`config.mk`:
```
export PLATFORM = sky130hd
export DESIGN_NAME = imu_serial_frame_parser_top_flat
export DESIGN_NICKNAME = d
export VERILOG_FILES = /design/src/rtl/ifp_pkg.sv /design/src/rtl/ifp_stream_if.sv /design/src/rtl/imu_serial_frame_parser_top.sv /design/src/rtl/ifp_ram.sv /design/src/rtl/ifp_parser.sv /design/src/flat_wrapper.sv
export SDC_FILE = /design/constraint.sdc
export NUM_CORES = 1
export LEC_CHECK = 0
export ABC_AREA = 0
export BUFFER_PORTS_ARGS = -buffer_cell sky130_fd_sc_hd__buf_2
export CAP_MARGIN = 40
export CORE_ASPECT_RATIO = 0.6
export CORE_UTILIZATION = 40
export CTS_CLUSTER_SIZE = 10
export DETAILED_ROUTE_END_ITERATION = 12
export GPL_TIMING_DRIVEN = 0
export MAX_ROUTING_LAYER = met4
export PLACE_DENSITY = 0.54
export SYNTH_ARGS = -nofsm -noshare
export SYNTH_HDL_FRONTEND = slang
export SYNTH_HIERARCHICAL = 1
export SYNTH_SLANG_ARGS = --single-unit
```
`constraint.sdc`:
```
create_clock -name i_clk -period 10.6 [get_ports i_clk]
set_input_delay 1.59 -clock i_clk [delete_from_list [all_inputs] [get_ports i_clk]]
set_output_delay 1.59 -clock i_clk [all_outputs]
set_load 0.02 [all_outputs]
```
`src/rtl/ifp_pkg.sv`:
```
`default_nettype none
package ifp_pkg;

    localparam int unsigned SLOT_COUNT = 11;
    localparam int unsigned SLOT_W     = $clog2(SLOT_COUNT);
    localparam int unsigned PAY_W      = 64;
    localparam int unsigned SEQ_W      = 32;
    localparam int unsigned POS_W      = 4;

    localparam logic [7:0] START_BYTE = 8'h55;
    localparam logic [7:0] FIRST_TYPE = 8'h50;
    localparam logic [7:0] LAST_TYPE  = 8'h5a;
    localparam logic [POS_W-1:0] SUM_POS = 4'd10;

    typedef struct packed {
        logic [7:0] rx_byte;
    } t_in_word;

    typedef struct packed {
        logic               status;
        logic [SLOT_W-1:0]  slot_index;
        logic [PAY_W-1:0]   payload;
        logic [SEQ_W-1:0]   sequence_res;
        logic               last;
    } t_res_word;

    typedef struct packed {
        logic               err;
        logic               pub;
        logic               wr_en;
        logic [SLOT_W-1:0]  wr_idx;
        logic [PAY_W-1:0]   wr_data;
    } t_parse_ev;

    typedef enum logic [2:0] {
        STEP_FETCH    = 3'd0,
        STEP_DISPATCH = 3'd1,
        STEP_READ     = 3'd2,
        STEP_EMIT     = 3'd3,
        STEP_RETURN   = 3'd4,
        STEP_ERROR    = 3'd5
    } t_step;

    typedef enum logic [1:0] {
        OSEL_NONE = 2'd0,
        OSEL_SLOT = 2'd1,
        OSEL_ERR  = 2'd2
    } t_osel;

    typedef enum logic [1:0] {
        HOLD_NONE = 2'd0,
        HOLD_IN   = 2'd1,
        HOLD_OUT  = 2'd2
    } t_hold;

    typedef enum logic [2:0] {
        J_NEVER  = 3'd0,
        J_ALWAYS = 3'd1,
        J_QUIET  = 3'd2,
        J_ERR    = 3'd3,
        J_MORE   = 3'd4
    } t_jcond;

    typedef struct packed {
        logic   in_rdy;
        logic   rd_en;
        logic   cnt_clr;
        logic   cnt_inc;
        t_osel  osel;
        t_hold  hold;
        t_jcond jc;
        t_step  target;
    } t_uword;

    function automatic t_uword ucode(input t_step s);
        t_uword w;
        w = '{in_rdy: 1'b0, rd_en: 1'b0, cnt_clr: 1'b0, cnt_inc: 1'b0,
              osel: OSEL_NONE, hold: HOLD_NONE, jc: J_ALWAYS, target: STEP_FETCH};
        unique case (s)
            STEP_FETCH: begin
                w.in_rdy = 1'b1;
                w.hold   = HOLD_IN;
                w.jc     = J_QUIET;
                w.target = STEP_FETCH;
            end
            STEP_DISPATCH: begin
                w.cnt_clr = 1'b1;
                w.jc      = J_ERR;
                w.target  = STEP_ERROR;
            end
            STEP_READ: begin
                w.rd_en = 1'b1;
                w.jc    = J_NEVER;
            end
            STEP_EMIT: begin
                w.hold    = HOLD_OUT;
                w.osel    = OSEL_SLOT;
                w.cnt_inc = 1'b1;
                w.jc      = J_MORE;
                w.target  = STEP_READ;
            end
            STEP_RETURN: begin
                w.jc     = J_ALWAYS;
                w.target = STEP_FETCH;
            end
            STEP_ERROR: begin
                w.hold   = HOLD_OUT;
                w.osel   = OSEL_ERR;
                w.jc     = J_ALWAYS;
                w.target = STEP_FETCH;
            end
            default: begin
                w.jc     = J_ALWAYS;
                w.target = STEP_FETCH;
            end
        endcase
        return w;
    endfunction

endpackage
`default_nettype wire

```
`src/rtl/ifp_stream_if.sv`:
```
`default_nettype none
interface ifp_stream_if #(
    parameter type T = ifp_pkg::t_in_word
);
    logic valid;
    logic ready;
    T     data;

    modport source (output valid, output data, input ready);
    modport sink   (input valid, input data, output ready);
endinterface
`default_nettype wire

```
`src/rtl/imu_serial_frame_parser_top.sv`:
```
`default_nettype none
// byte-stream frame parser with additive checksum
// i_in carries one received byte per word; o_res carries result words
// (status, slot_index, payload, sequence_res, last)
// a byte is taken only while the sequencer sits in its fetch step;
// a byte that causes no result frees the block for the next byte at once
// a checksum error passes through the dispatch and error steps and emits one word
// with status and last set; a publish run passes through dispatch, a read and an
// emit step per slot, and return, and emits 11 words, slot 0 first, the last one
// marked; the pace is set by the slot ram read port, one registered read per slot
// the first word of a run is loaded into the output register in its emit step
// results pass through a single output register, so a stalled receiver holds the
// sequencer in its emit or error step once a new word is due, and no byte is taken
// reset clears sync, the slot valid bits (all slots then read as zero),
// the highest type seen and the sequence count; no clearing pass is needed
module imu_serial_frame_parser_top (
    input  wire logic    i_clk,
    input  wire logic    i_rst_n,
    ifp_stream_if.sink   i_in,
    ifp_stream_if.source o_res
);
    import ifp_pkg::*;

    t_step              r_step, n_step;
    t_uword             w_uw;
    logic               w_accept;
    logic               w_out_busy;
    logic               w_held;
    logic               w_jump;

    t_parse_ev          w_ev;
    logic [SEQ_W-1:0]   w_seq;

    logic               r_err;
    logic [SLOT_W-1:0]  r_cnt;
    logic [SLOT_COUNT-1:0] r_vld;
    logic               r_rd_vld;
    logic [PAY_W-1:0]   w_rdata;

    logic               r_ovalid;
    t_res_word          r_odata;

    assign w_accept   = i_in.valid && i_in.ready;
    assign w_out_busy = r_ovalid && !o_res.ready;

    ifp_parser u_parser (
        .i_clk    (i_clk),
        .i_rst_n  (i_rst_n),
        .i_accept (w_accept),
        .i_byte   (i_in.data.rx_byte),
        .o_ev     (w_ev),
        .o_seq    (w_seq)
    );

    ifp_ram #(
        .WIDTH (PAY_W),
        .DEPTH (SLOT_COUNT)
    ) u_slots (
        .i_clk   (i_clk),
        .i_we    (w_ev.wr_en),
        .i_waddr (w_ev.wr_idx),
        .i_wdata (w_ev.wr_data),
        .i_re    (w_uw.rd_en),
        .i_raddr (r_cnt),
        .o_rdata (w_rdata)
    );

    // control word fetch
    always_comb begin
        w_uw = ucode(r_step);
    end

    assign i_in.ready = w_uw.in_rdy;

    always_comb begin
        priority case (w_uw.hold)
            HOLD_IN:  w_held = !w_accept;
            HOLD_OUT: w_held = w_out_busy;
            default:  w_held = 1'b0;
        endcase
        unique case (w_uw.jc)
            J_NEVER:  w_jump = 1'b0;
            J_ALWAYS: w_jump = 1'b1;
            J_QUIET:  w_jump = !w_ev.err && !w_ev.pub;
            J_ERR:    w_jump = r_err;
            J_MORE:   w_jump = (r_cnt != SLOT_W'(SLOT_COUNT - 1));
            default:  w_jump = 1'b1;
        endcase
    end

    // next step
    always_comb begin
        if (w_held) begin
            n_step = r_step;
        end else if (w_jump) begin
            n_step = w_uw.target;
        end else begin
            n_step = t_step'(r_step + 3'd1);
        end
    end

    always_ff @(posedge i_clk) begin
        if (!i_rst_n) begin
            r_step   <= STEP_FETCH;
            r_err    <= 1'b0;
            r_cnt    <= '0;
            r_vld    <= '0;
            r_ovalid <= 1'b0;
        end else begin
            r_step <= n_step;
            if (w_accept) begin
                r_err <= w_ev.err;
            end
            if (w_uw.cnt_clr) begin
                r_cnt <= '0;
            end else if (w_uw.cnt_inc && !w_held && w_jump) begin
                r_cnt <= r_cnt + SLOT_W'(1);
            end
            if (w_ev.wr_en) begin
                r_vld[w_ev.wr_idx] <= 1'b1;
            end
            if (w_uw.osel != OSEL_NONE && !w_held) begin
                r_ovalid <= 1'b1;
            end else if (o_res.ready) begin
                r_ovalid <= 1'b0;
            end
        end
    end

    always_ff @(posedge i_clk) begin
        if (w_uw.rd_en) begin
            r_rd_vld <= r_vld[r_cnt];
        end
        if (!w_held) begin
            priority case (w_uw.osel)
                OSEL_SLOT: begin
                    r_odata.status       <= 1'b0;
                    r_odata.slot_index   <= r_cnt;
                    r_odata.payload      <= r_rd_vld ? w_rdata : '0;
                    r_odata.sequence_res <= w_seq;
                    r_odata.last         <= (r_cnt == SLOT_W'(SLOT_COUNT - 1));
                end
                OSEL_ERR: begin
                    r_odata.status       <= 1'b1;
                    r_odata.slot_index   <= '0;
                    r_odata.payload      <= '0;
                    r_odata.sequence_res <= '0;
                    r_odata.last         <= 1'b1;
                end
                default: begin
                end
            endcase
        end
    end

    assign o_res.valid = r_ovalid;
    assign o_res.data  = r_odata;

    a_err_word: assert property (@(posedge i_clk) disable iff (!i_rst_n)
        (o_res.valid && o_res.data.status) |->
            (o_res.data.last && o_res.data.slot_index == '0
             && o_res.data.payload == '0 && o_res.data.sequence_res == '0))
        else $error("error word carries nonzero fields");

    a_last_slot: assert property (@(posedge i_clk) disable iff (!i_rst_n)
        (o_res.valid && !o_res.data.status) |->
            (o_res.data.last == (o_res.data.slot_index == SLOT_W'(SLOT_COUNT - 1))))
        else $error("last flag does not match final slot");

    a_dispatch: assert property (@(posedge i_clk) disable iff (!i_rst_n)
        (w_accept && (w_ev.err || w_ev.pub)) |=> (r_step == STEP_DISPATCH))
        else $error("frame end did not reach dispatch");

    a_cnt_range: assert property (@(posedge i_clk) disable iff (!i_rst_n)
        r_cnt < SLOT_W'(SLOT_COUNT))
        else $error("slot counter out of range");

    a_seq_stable: assert property (@(posedge i_clk) disable iff (!i_rst_n)
        (r_step != STEP_FETCH && $past(r_step) != STEP_FETCH) |-> $stable(w_seq))
        else $error("sequence count moved during a run");

endmodule
`default_nettype wire

```
`src/rtl/ifp_ram.sv`:
```
`default_nettype none
module ifp_ram #(
    parameter int unsigned WIDTH = 64,
    parameter int unsigned DEPTH = 11
) (
    input  wire logic                     i_clk,
    input  wire logic                     i_we,
    input  wire logic [$clog2(DEPTH)-1:0] i_waddr,
    input  wire logic [WIDTH-1:0]         i_wdata,
    input  wire logic                     i_re,
    input  wire logic [$clog2(DEPTH)-1:0] i_raddr,
    output logic      [WIDTH-1:0]         o_rdata
);
    logic [WIDTH-1:0] r_mem [DEPTH];

    always_ff @(posedge i_clk) begin
        if (i_we) begin
            r_mem[i_waddr] <= i_wdata;
        end
        if (i_re) begin
            o_rdata <= r_mem[i_raddr];
        end
    end
endmodule
`default_nettype wire

```
`src/rtl/ifp_parser.sv`:
```
`default_nettype none
module ifp_parser (
    input  wire logic                     i_clk,
    input  wire logic                     i_rst_n,
    input  wire logic                     i_accept,
    input  wire logic [7:0]               i_byte,
    output ifp_pkg::t_parse_ev            o_ev,
    output logic [ifp_pkg::SEQ_W-1:0]     o_seq
);
    import ifp_pkg::*;

    logic               r_synced, n_synced;
    logic               r_saw, n_saw;
    logic [POS_W-1:0]   r_pos, n_pos;
    logic [7:0]         r_sum, n_sum;
    logic [7:0]         r_type, n_type;
    logic [PAY_W-1:0]   r_payload, n_payload;
    logic [7:0]         r_hi, n_hi;
    logic [SEQ_W-1:0]   r_seq, n_seq;

    logic               w_at_sum;
    logic               w_good;
    logic [2:0]         w_lane;

    assign w_at_sum = i_accept && r_synced && (r_pos >= SUM_POS);
    assign w_good   = w_at_sum && (i_byte == r_sum);
    assign w_lane   = 3'(r_pos - POS_W'(2));

    always_comb begin
        o_ev.err     = w_at_sum && (i_byte != r_sum);
        o_ev.pub     = w_good && (r_type >= r_hi);
        o_ev.wr_en   = w_good && (r_type >= FIRST_TYPE) && (r_type <= LAST_TYPE);
        o_ev.wr_idx  = SLOT_W'(r_type - FIRST_TYPE);
        o_ev.wr_data = r_payload;
    end

    assign o_seq = r_seq;

    always_comb begin
        n_synced  = r_synced;
        n_saw     = r_saw;
        n_pos     = r_pos;
        n_sum     = r_sum;
        n_type    = r_type;
        n_payload = r_payload;
        n_hi      = r_hi;
        n_seq     = r_seq;
        if (i_accept) begin
            if (!r_synced) begin
                if (r_saw && (i_byte == FIRST_TYPE)) begin
                    n_synced  = 1'b1;
                    n_saw     = 1'b0;
                    n_pos     = POS_W'(2);
                    n_sum     = START_BYTE + FIRST_TYPE;
                    n_type    = FIRST_TYPE;
                    n_payload = '0;
                end else begin
                    n_saw = (i_byte == START_BYTE);
                end
            end else if (r_pos == POS_W'(0)) begin
                n_sum     = i_byte;
                n_payload = '0;
                n_pos     = POS_W'(1);
            end else if (r_pos == POS_W'(1)) begin
                n_sum  = r_sum + i_byte;
                n_type = i_byte;
                n_pos  = POS_W'(2);
            end else if (r_pos < SUM_POS) begin
                n_sum = r_sum + i_byte;
                for (int i = 0; i < 8; i++) begin
                    if (w_lane == 3'(i)) begin
                        n_payload[i*8 +: 8] = i_byte;
                    end
                end
                n_pos = r_pos + POS_W'(1);
            end else begin
                n_pos = '0;
                if (i_byte != r_sum) begin
                    n_synced = 1'b0;
                    n_saw    = 1'b0;
                end else begin
                    if (r_type > r_hi) begin
                        n_hi = r_type;
                    end
                    if (r_type >= r_hi) begin
                        n_seq = r_seq + SEQ_W'(1);
                    end
                end
            end
        end
    end

    always_ff @(posedge i_clk) begin
        if (!i_rst_n) begin
            r_synced <= 1'b0;
            r_saw    <= 1'b0;
            r_pos    <= '0;
            r_hi     <= '0;
            r_seq    <= '0;
        end else begin
            r_synced <= n_synced;
            r_saw    <= n_saw;
            r_pos    <= n_pos;
            r_hi     <= n_hi;
            r_seq    <= n_seq;
        end
        r_sum     <= n_sum;
        r_type    <= n_type;
        r_payload <= n_payload;
    end
endmodule
`default_nettype wire

```
`src/flat_wrapper.sv`:
```
// flat-port wrapper written by rule: the top's interface ports become plain ports
module imu_serial_frame_parser_top_flat import ifp_pkg::*;
  (i_clk, i_rst_n, i_in_valid, i_in_data, i_in_ready, o_res_valid, o_res_data, o_res_ready);
  ifp_stream_if #(.T(t_in_word)) i_in_i ();
  ifp_stream_if #(.T(t_res_word)) o_res_i ();
  input  wire logic i_clk;
  input  wire logic i_rst_n;
  input wire logic [$bits(i_in_i.valid)-1:0] i_in_valid;
  input wire logic [$bits(i_in_i.data)-1:0] i_in_data;
  output wire logic [$bits(i_in_i.ready)-1:0] i_in_ready;
  output wire logic [$bits(o_res_i.valid)-1:0] o_res_valid;
  output wire logic [$bits(o_res_i.data)-1:0] o_res_data;
  input wire logic [$bits(o_res_i.ready)-1:0] o_res_ready;
  assign i_in_i.valid = i_in_valid;
  assign i_in_i.data = i_in_data;
  assign i_in_ready = i_in_i.ready;
  assign o_res_valid = o_res_i.valid;
  assign o_res_data = o_res_i.data;
  assign o_res_i.ready = o_res_ready;
  imu_serial_frame_parser_top u_core (.i_clk(i_clk), .i_rst_n(i_rst_n), .i_in(i_in_i), .o_res(o_res_i));
endmodule
```
Yosys cells after proc, flatten, opt, wreduce, memory -nomap -nowiden
Memories as Yosys holds them, arrays and structs flattened. A register that Yosys moved wholly into a read port is not among the register bits.
Cells that the tools add are included.
- memory bits (read-only): 0
- output and inout port bits: 104
- register bits: 249
- memories kept: 1
- bits in latches: 0
- bits in writable memories: 704
- memory list (memory ; depth ; width ; read ports ; clocked after Yosys merged registers in ; write ports ; RTL line ; RTL):
    u_core.u_slots.r_mem ; 11 ; 64 ; 1 ; 1 ; 1 ; ifp_ram.sv:14 ; logic [WIDTH-1:0] r_mem [DEPTH];
- bitwise operators: 7
- mux-type cells: 60
- reduce and logical (&&, ||, !) cells: 45
- magnitude comparators: 9
- shifts and indexed selects: 0
- multiply operators: 0
- add/sub/neg operators: 7
- divide/modulo/power cells: 0
- equal/unequal tests: 41
- operators with widths (kind ; count):
    64-bit two-way mux ; 6
    102-bit case mux with 2 select lines ; 1
    8-bit two-way mux ; 17
    5-bit AND reduction ; 9
    32-bit by 1-bit adder with 32-bit output, second input constant ; 1
    3-bit by 1-bit != test with 1-bit output, second input constant ; 9
    1-bit two-way mux ; 22
    4-bit two-way mux ; 5
    3-bit by 2-bit equality test with 1-bit output, second input constant ; 6
    3-bit equality test, second input constant ; 6
    8-bit by 7-bit equality test with 1-bit output, second input constant ; 2
    1-bit logical AND ; 15
    7-bit AND reduction ; 2
    3-bit case mux with 4 select lines ; 1
    11-bit OR ; 1
    4-bit by 5-bit less-than comparator with 1-bit output, second input constant ; 2
    3-bit zero test ; 3
    4-bit by 1-bit adder with 4-bit output, second input constant ; 2
    8-bit adder ; 1
    8-bit equality test ; 1
    8-bit by 7-bit >= comparator with 1-bit output, second input constant ; 1
    8-bit >= comparator ; 1
    8-bit > comparator ; 1
    8-bit by 7-bit less-or-equal comparator with 1-bit output, second input constant ; 1
    other kinds (32) ; 53

Longest topological paths before layout
- word-level depth: 11
- mapped depth: 12

By module
Netlist, hierarchy kept.
- by module, submodules not included (module ; cells each ; area each (µm²) ; times used):
    ifp_ram ; 1520 ; 29479.5 ; 1
    ifp_parser ; 506 ; 5647.9 ; 1
    imu_serial_frame_parser_top ; 357 ; 4987.3 ; 1

Worst setup path before layout
Ideal clock, no wire load.
- path type: in2reg
- start point: input i_in_data[5]
- end point: memory u_core.u_slots.r_mem[0][0] (enable)
- setup slack: 1864 ps
- cell stages on the path: 8
- setup time: 565 ps
- arrival time: 8171 ps
- required time: 10035 ps
- cells stage by stage: ha_1 > nor4_1 > and3_1 > buf_4 > or3b_2 > a211oi_1 > or3b_2 > nor3_1
- RTL lines (element ; RTL line ; RTL):
    start: declaration ; flat_wrapper.sv:9 ; input wire logic [$bits(i_in_i.data)-1:0] i_in_data;
    end: declaration ; ifp_ram.sv:14 ;

==> summary.md <==
| Metric | Value |
|---|---|
| Worst clock skew on the final layout | `0.0283 ns` |
| Most frequent cells after synthesis | `sky130_fd_sc_hd__edfxtp_1, sky130_fd_sc_hd__mux2_2, sky130_fd_sc_hd__mux2i_1, sky130_fd_sc_hd__and3_1, sky130_fd_sc_hd__nand2b_1` |
| Most frequently used cell type in the post-synthesis netlist | `sky130_fd_sc_hd__edfxtp_1` |
| Fraction of layout instances using a drive strength above 1 | `0.222` |
| Cell class contributing the biggest share of worst-path delay | `simple AND/OR/NAND/NOR gates` |
| Routed wirelength normalized by instance count | `26.5 um` |
| Total count of hold-check failures in the final report | `0` |
| Core utilization of the finished layout | `0.475` |
| Hold-fix buffer count after cts | `0` |
| Grt total ovfl | `0` |
| Net count reported at finish | `roughly 2700` |
| Root cell of the clock tree | `sky130_fd_sc_hd__clkbuf_16` |
| Sequential fraction of the synthesis area | `0.745` |
| Setup violation total in the final timing report | `0` |
| Worst-case reg-to-reg path depth | `13` |
| Die extent in y | `between 200 and 250 um` |
| Share of power burned in the clock network | `0.403` |
| Count of H-tree levels built during CTS | `3` |
| Setup TNS | `0 ns` |
| Lkg Pwr | `roughly 0.012 uW` |
| Clock buffer depth | `3` |
| Setup repair after global routing missed its margin | `no` |
| Area share of the largest cell type after synthesis | `0.712` |
| Share of the synthesized netlist area taken by xor and xnor gates | `0.00197` |
| Die width | `411 um` |
| Worst-path clk slew | `~0.05 ns` |
| Total track usage | `0.219` |
| Instance count of the mapped netlist | `approximately 2400` |
| Netlist cell types | `between 70 and 80` |
| Top fanout value on the critical path | `7` |
| Vias in the first global route | `22200` |
| Proportion of register bits with asynchronous set or reset after synthesis | `0` |
| Mean number of vias per cell | `5.56` |
| Proportion of power drawn by flip-flops and latches | `0.527` |
| Peak supply drop | `approximately 0.13 mV` |
| Number of instances on the worst hold path | `1` |
| Maximum number of pins on one net before global-route repair | `27` |
| PD cells | `around 180 nW/um^2` |
| Post-synthesis adder-cell area fraction | `0.0102` |
| First-iteration detailed-routing DRC count | `approximately 2300` |
| Starting utilization of the core area | `0.406` |
| Number of warning messages in the yosys log | `6` |
| Core Region | `98800 sq um` |
| Worst slew pin tran | `between 0.9 and 1 ns` |
| Synthesis-stage register bit count | `a little over 1000` |
| DIE AREA | `a little over 100000 sq um` |
| FF-to-FF End | `u_core/u_slots/r_mem[0][60]` |
| Area share of and/or/nand/nor cells after synthesis | `0.0582` |
| Area leader, netlist | `sky130_fd_sc_hd__edfxtp_1` |
| Antenna Nets Post-Route | `0` |
| Critical path required time | `between 10 and 15 ns` |
| Number of max-slew violations in the final report | `0` |
| Number of antenna violations at the first check in global routing | `4` |
| Buf/Inv on CP | `6` |
| Final worst-path cycle share | `0.508` |
| Maximum clock frequency | `~0.19 GHz` |
| Inserted Clock Buffers | `roughly 110` |
| Leading post-synthesis cells by cell area | `sky130_fd_sc_hd__edfxtp_1, sky130_fd_sc_hd__mux2_2, sky130_fd_sc_hd__mux2i_1` |
| Cell area after synthesis | `approximately 40000 sq um` |
| Maximum Capacitance Violations | `0` |
| Estimated wirelength of the detail-placed design | `roughly 74000 um` |
| Outcome | `finished, final reports clean` |
| Syn nets | `between 2000 and 2500` |
| Crit-path max cell delay | `slightly above 0.6 ns` |
| Routed via count | `approximately 23000` |
| Final routed wirelength across all metal layers | `roughly 110000 um` |
| First-pass detailed-route iteration total | `5` |
| Number of ports placed on the die boundary | `between 100 and 150` |
| Arrival time at the worst endpoint | `~5.8 ns` |
| Gates resized, CTS repair | `0` |
| Worst Setup SP | `i_in_data[2]` |
| Crit path launch type | `input port` |
| Count of buffers added by post-CTS timing repair for setup | `0` |
| Destination of the worst hold path | `u_core/r_vld[4]` |
| Endpoint kind of the worst setup timing path | `flip-flop` |
| CP dominant cell by count | `sky130_fd_sc_hd__buf_4` |
| Total net switching power | `around 1900 uW` |
| Critical path start-end classification | `in2reg` |
| # clock sinks | `1017` |
| Path class of the lowest-slack min-delay path | `reg2reg` |
| Area added between synthesis and finish | `17.1%` |
| Internal power | `6710 uW` |
| Worst setup slack for register-to-register paths | `approximately 5.7 ns` |
| Post-synthesis average cell area | `16.8 sq um` |
| Highest-delay cell along the critical path | `sky130_fd_sc_hd__or3b_2` |
| Beginning of the worst register-to-register path | `u_core/r_step[0]` |
| Total number of placement rows | `89` |
| Worst relative slew slack | `0.361` |
| EDFF count, synth | `between 900 and 1000` |
| Global-route wire length before repair | `around 150000 um` |
| Combinational share of power | `0.070` |
| Fraction of synthesized area in multiplexers | `0.0905` |
| Switching power as a share of total power | `0.222` |
| RD Place Congestion | `roughly 0.83` |
| Clock period minus worst slack | `5.38 ns` |
| CTS tree | `done` |
| Number of buffers inserted by port buffering | `between 100 and 150` |
| Dominant combinational cell family by area after synthesis | `multiplexers` |
| Later-pin clock latency in the skew report | `about 0.7 ns` |
| Primary flip-flop cell chosen by synthesis mapping | `sky130_fd_sc_hd__edfxtp_1` |
| Residual DRC | `0` |
| Share of the synthesized area in compound gates (AO/OA/AOI/OAI) | `0.0716` |
| Min-Delay Startpoint | `u_core/r_vld[4]` |
| Ordered list of cells on the worst path | `buf_2 > ha_1 > nor4_1 > and3_1 > buf_4 > or3b_2 > a211oi_1 > or3b_2 > nor3_2 > buf_4 > buf_6 > buf_4 > buf_4` |
==> cell type report <==
| class | instances | area (sq um) |
|---|---|---|
| Inverter | 41 | 154 |
| Antenna cell | 3 | 7.51 |
| Timing Repair Buffer | 202 | 1950 |
| Buffer | 136 | 759 |
| Clock buffer | 154 | 3090 |
| Sequential cell | 1017 | 29900 |
| Fill cell | 8241 | 51800 |
| Multi-Input combinational cell | 1189 | 9410 |
| Tap cell | 1319 | 1650 |
| Clock inverter | 4 | 56.3 |
==> power groups by stage <==
| stage | combinational, uW | clock, uW | sequential (uW) |
|---|---|---|---|
| global placement | 570 | 0 | 4640 |
| finish | 603 | 3480 | 4540 |
| global route | 638 | 3710 | 4550 |
| CTS | 610 | 3560 | 4540 |
| floorplan | 288 | 0 | 4680 |
| detailed placement | 607 | 0 | 4630 |
==> state kept, by name, indices dropped and copies added (netlist names) <==
signal,cells
u_core/u_slots/r_mem,704
u_core/o_res.data,102
u_core/u_parser/r_payload,64
u_core/u_slots/o_rdata,64
u_core/u_parser/o_seq,32
u_core/r_vld,11
u_core/u_parser/r_hi,8
u_core/u_parser/r_sum,8
u_core/u_parser/r_type,8
u_core/r_cnt,4
u_core/u_parser/r_pos,4
u_core/r_step,3
u_core/o_res.valid,1
u_core/r_err,1
u_core/r_rd_vld,1
u_core/u_parser/r_saw,1
u_core/u_parser/r_synced,1
==> cell families after synthesis <==
logic type	Yosys count
xor gates and xnor gates	9
DFF	1017
and+or+nand+nor	412
muxes	336
adders and majority gates	32
buffers and inverters	177
AOI/OAI and AO/OA	400
==> layout by cell type, fill, tap and decap left out, types with 21 or more instances in the layout <==
cell and n:
sky130_fd_sc_hd__edfxtp_1 951, sky130_fd_sc_hd__mux2_2 192, sky130_fd_sc_hd__mux2i_1 142, sky130_fd_sc_hd__buf_2 137, sky130_fd_sc_hd__clkbuf_16 118, sky130_fd_sc_hd__clkbuf_1 109, sky130_fd_sc_hd__and3_1 77, sky130_fd_sc_hd__nand2b_1 76
sky130_fd_sc_hd__o31ai_1 69, sky130_fd_sc_hd__o22ai_1 67, sky130_fd_sc_hd__o211ai_1 67, sky130_fd_sc_hd__dfxtp_1 66, sky130_fd_sc_hd__a22o_1 64, sky130_fd_sc_hd__nand2_1 51, sky130_fd_sc_hd__nor2_1 51, sky130_fd_sc_hd__buf_4 51
sky130_fd_sc_hd__a21oi_1 49, sky130_fd_sc_hd__and2_1 45, sky130_fd_sc_hd__inv_1 41, sky130_fd_sc_hd__ha_1 31, sky130_fd_sc_hd__o21ai_0 28, sky130_fd_sc_hd__buf_6 21
==> metal layers <==
layer  share of wire  up-vias  track usage
met3           0.066      140       0.0319
met2            0.43      772        0.312
met4           0.018        0       0.0523
li1                -     9965            -
met5               0        -            -
met1            0.48    11700        0.327
==> metrics by stage <==
stage | hold WS, ns | area, sq um | cells | power, uW | worst slack (ns)
after global placement | 0.446 | 42300 | 3817 | 5210 | -4.30
final | 0.461 | 47000 | 4065 | 8630 | 5.22
after detailed placement | 0.452 | 43800 | 3904 | 5230 | 4.53
after global routing | 0.482 | 47000 | 4062 | 8900 | 5.10
after CTS | 0.464 | 47000 | 4062 | 8720 | 5.28
after floorplan | 0.427 | 40100 | 2383 | 4970 | 1.86
==> how the worst max path moves through the flow <==
stage | endpoint | cells after the start
after floorplan | u_core/u_slots/r_mem[0][0] | 8
after global placement | u_core/u_slots/r_mem[0][60] | 9
after detailed placement | u_core/u_slots/r_mem[0][60] | 13
after CTS | u_core/u_slots/r_mem[0][56] | 13
after global routing | u_core/u_slots/r_mem[0][54] | 13
final | u_core/u_slots/r_mem[0][60] | 13
Power figures use the tool's default switching activity.
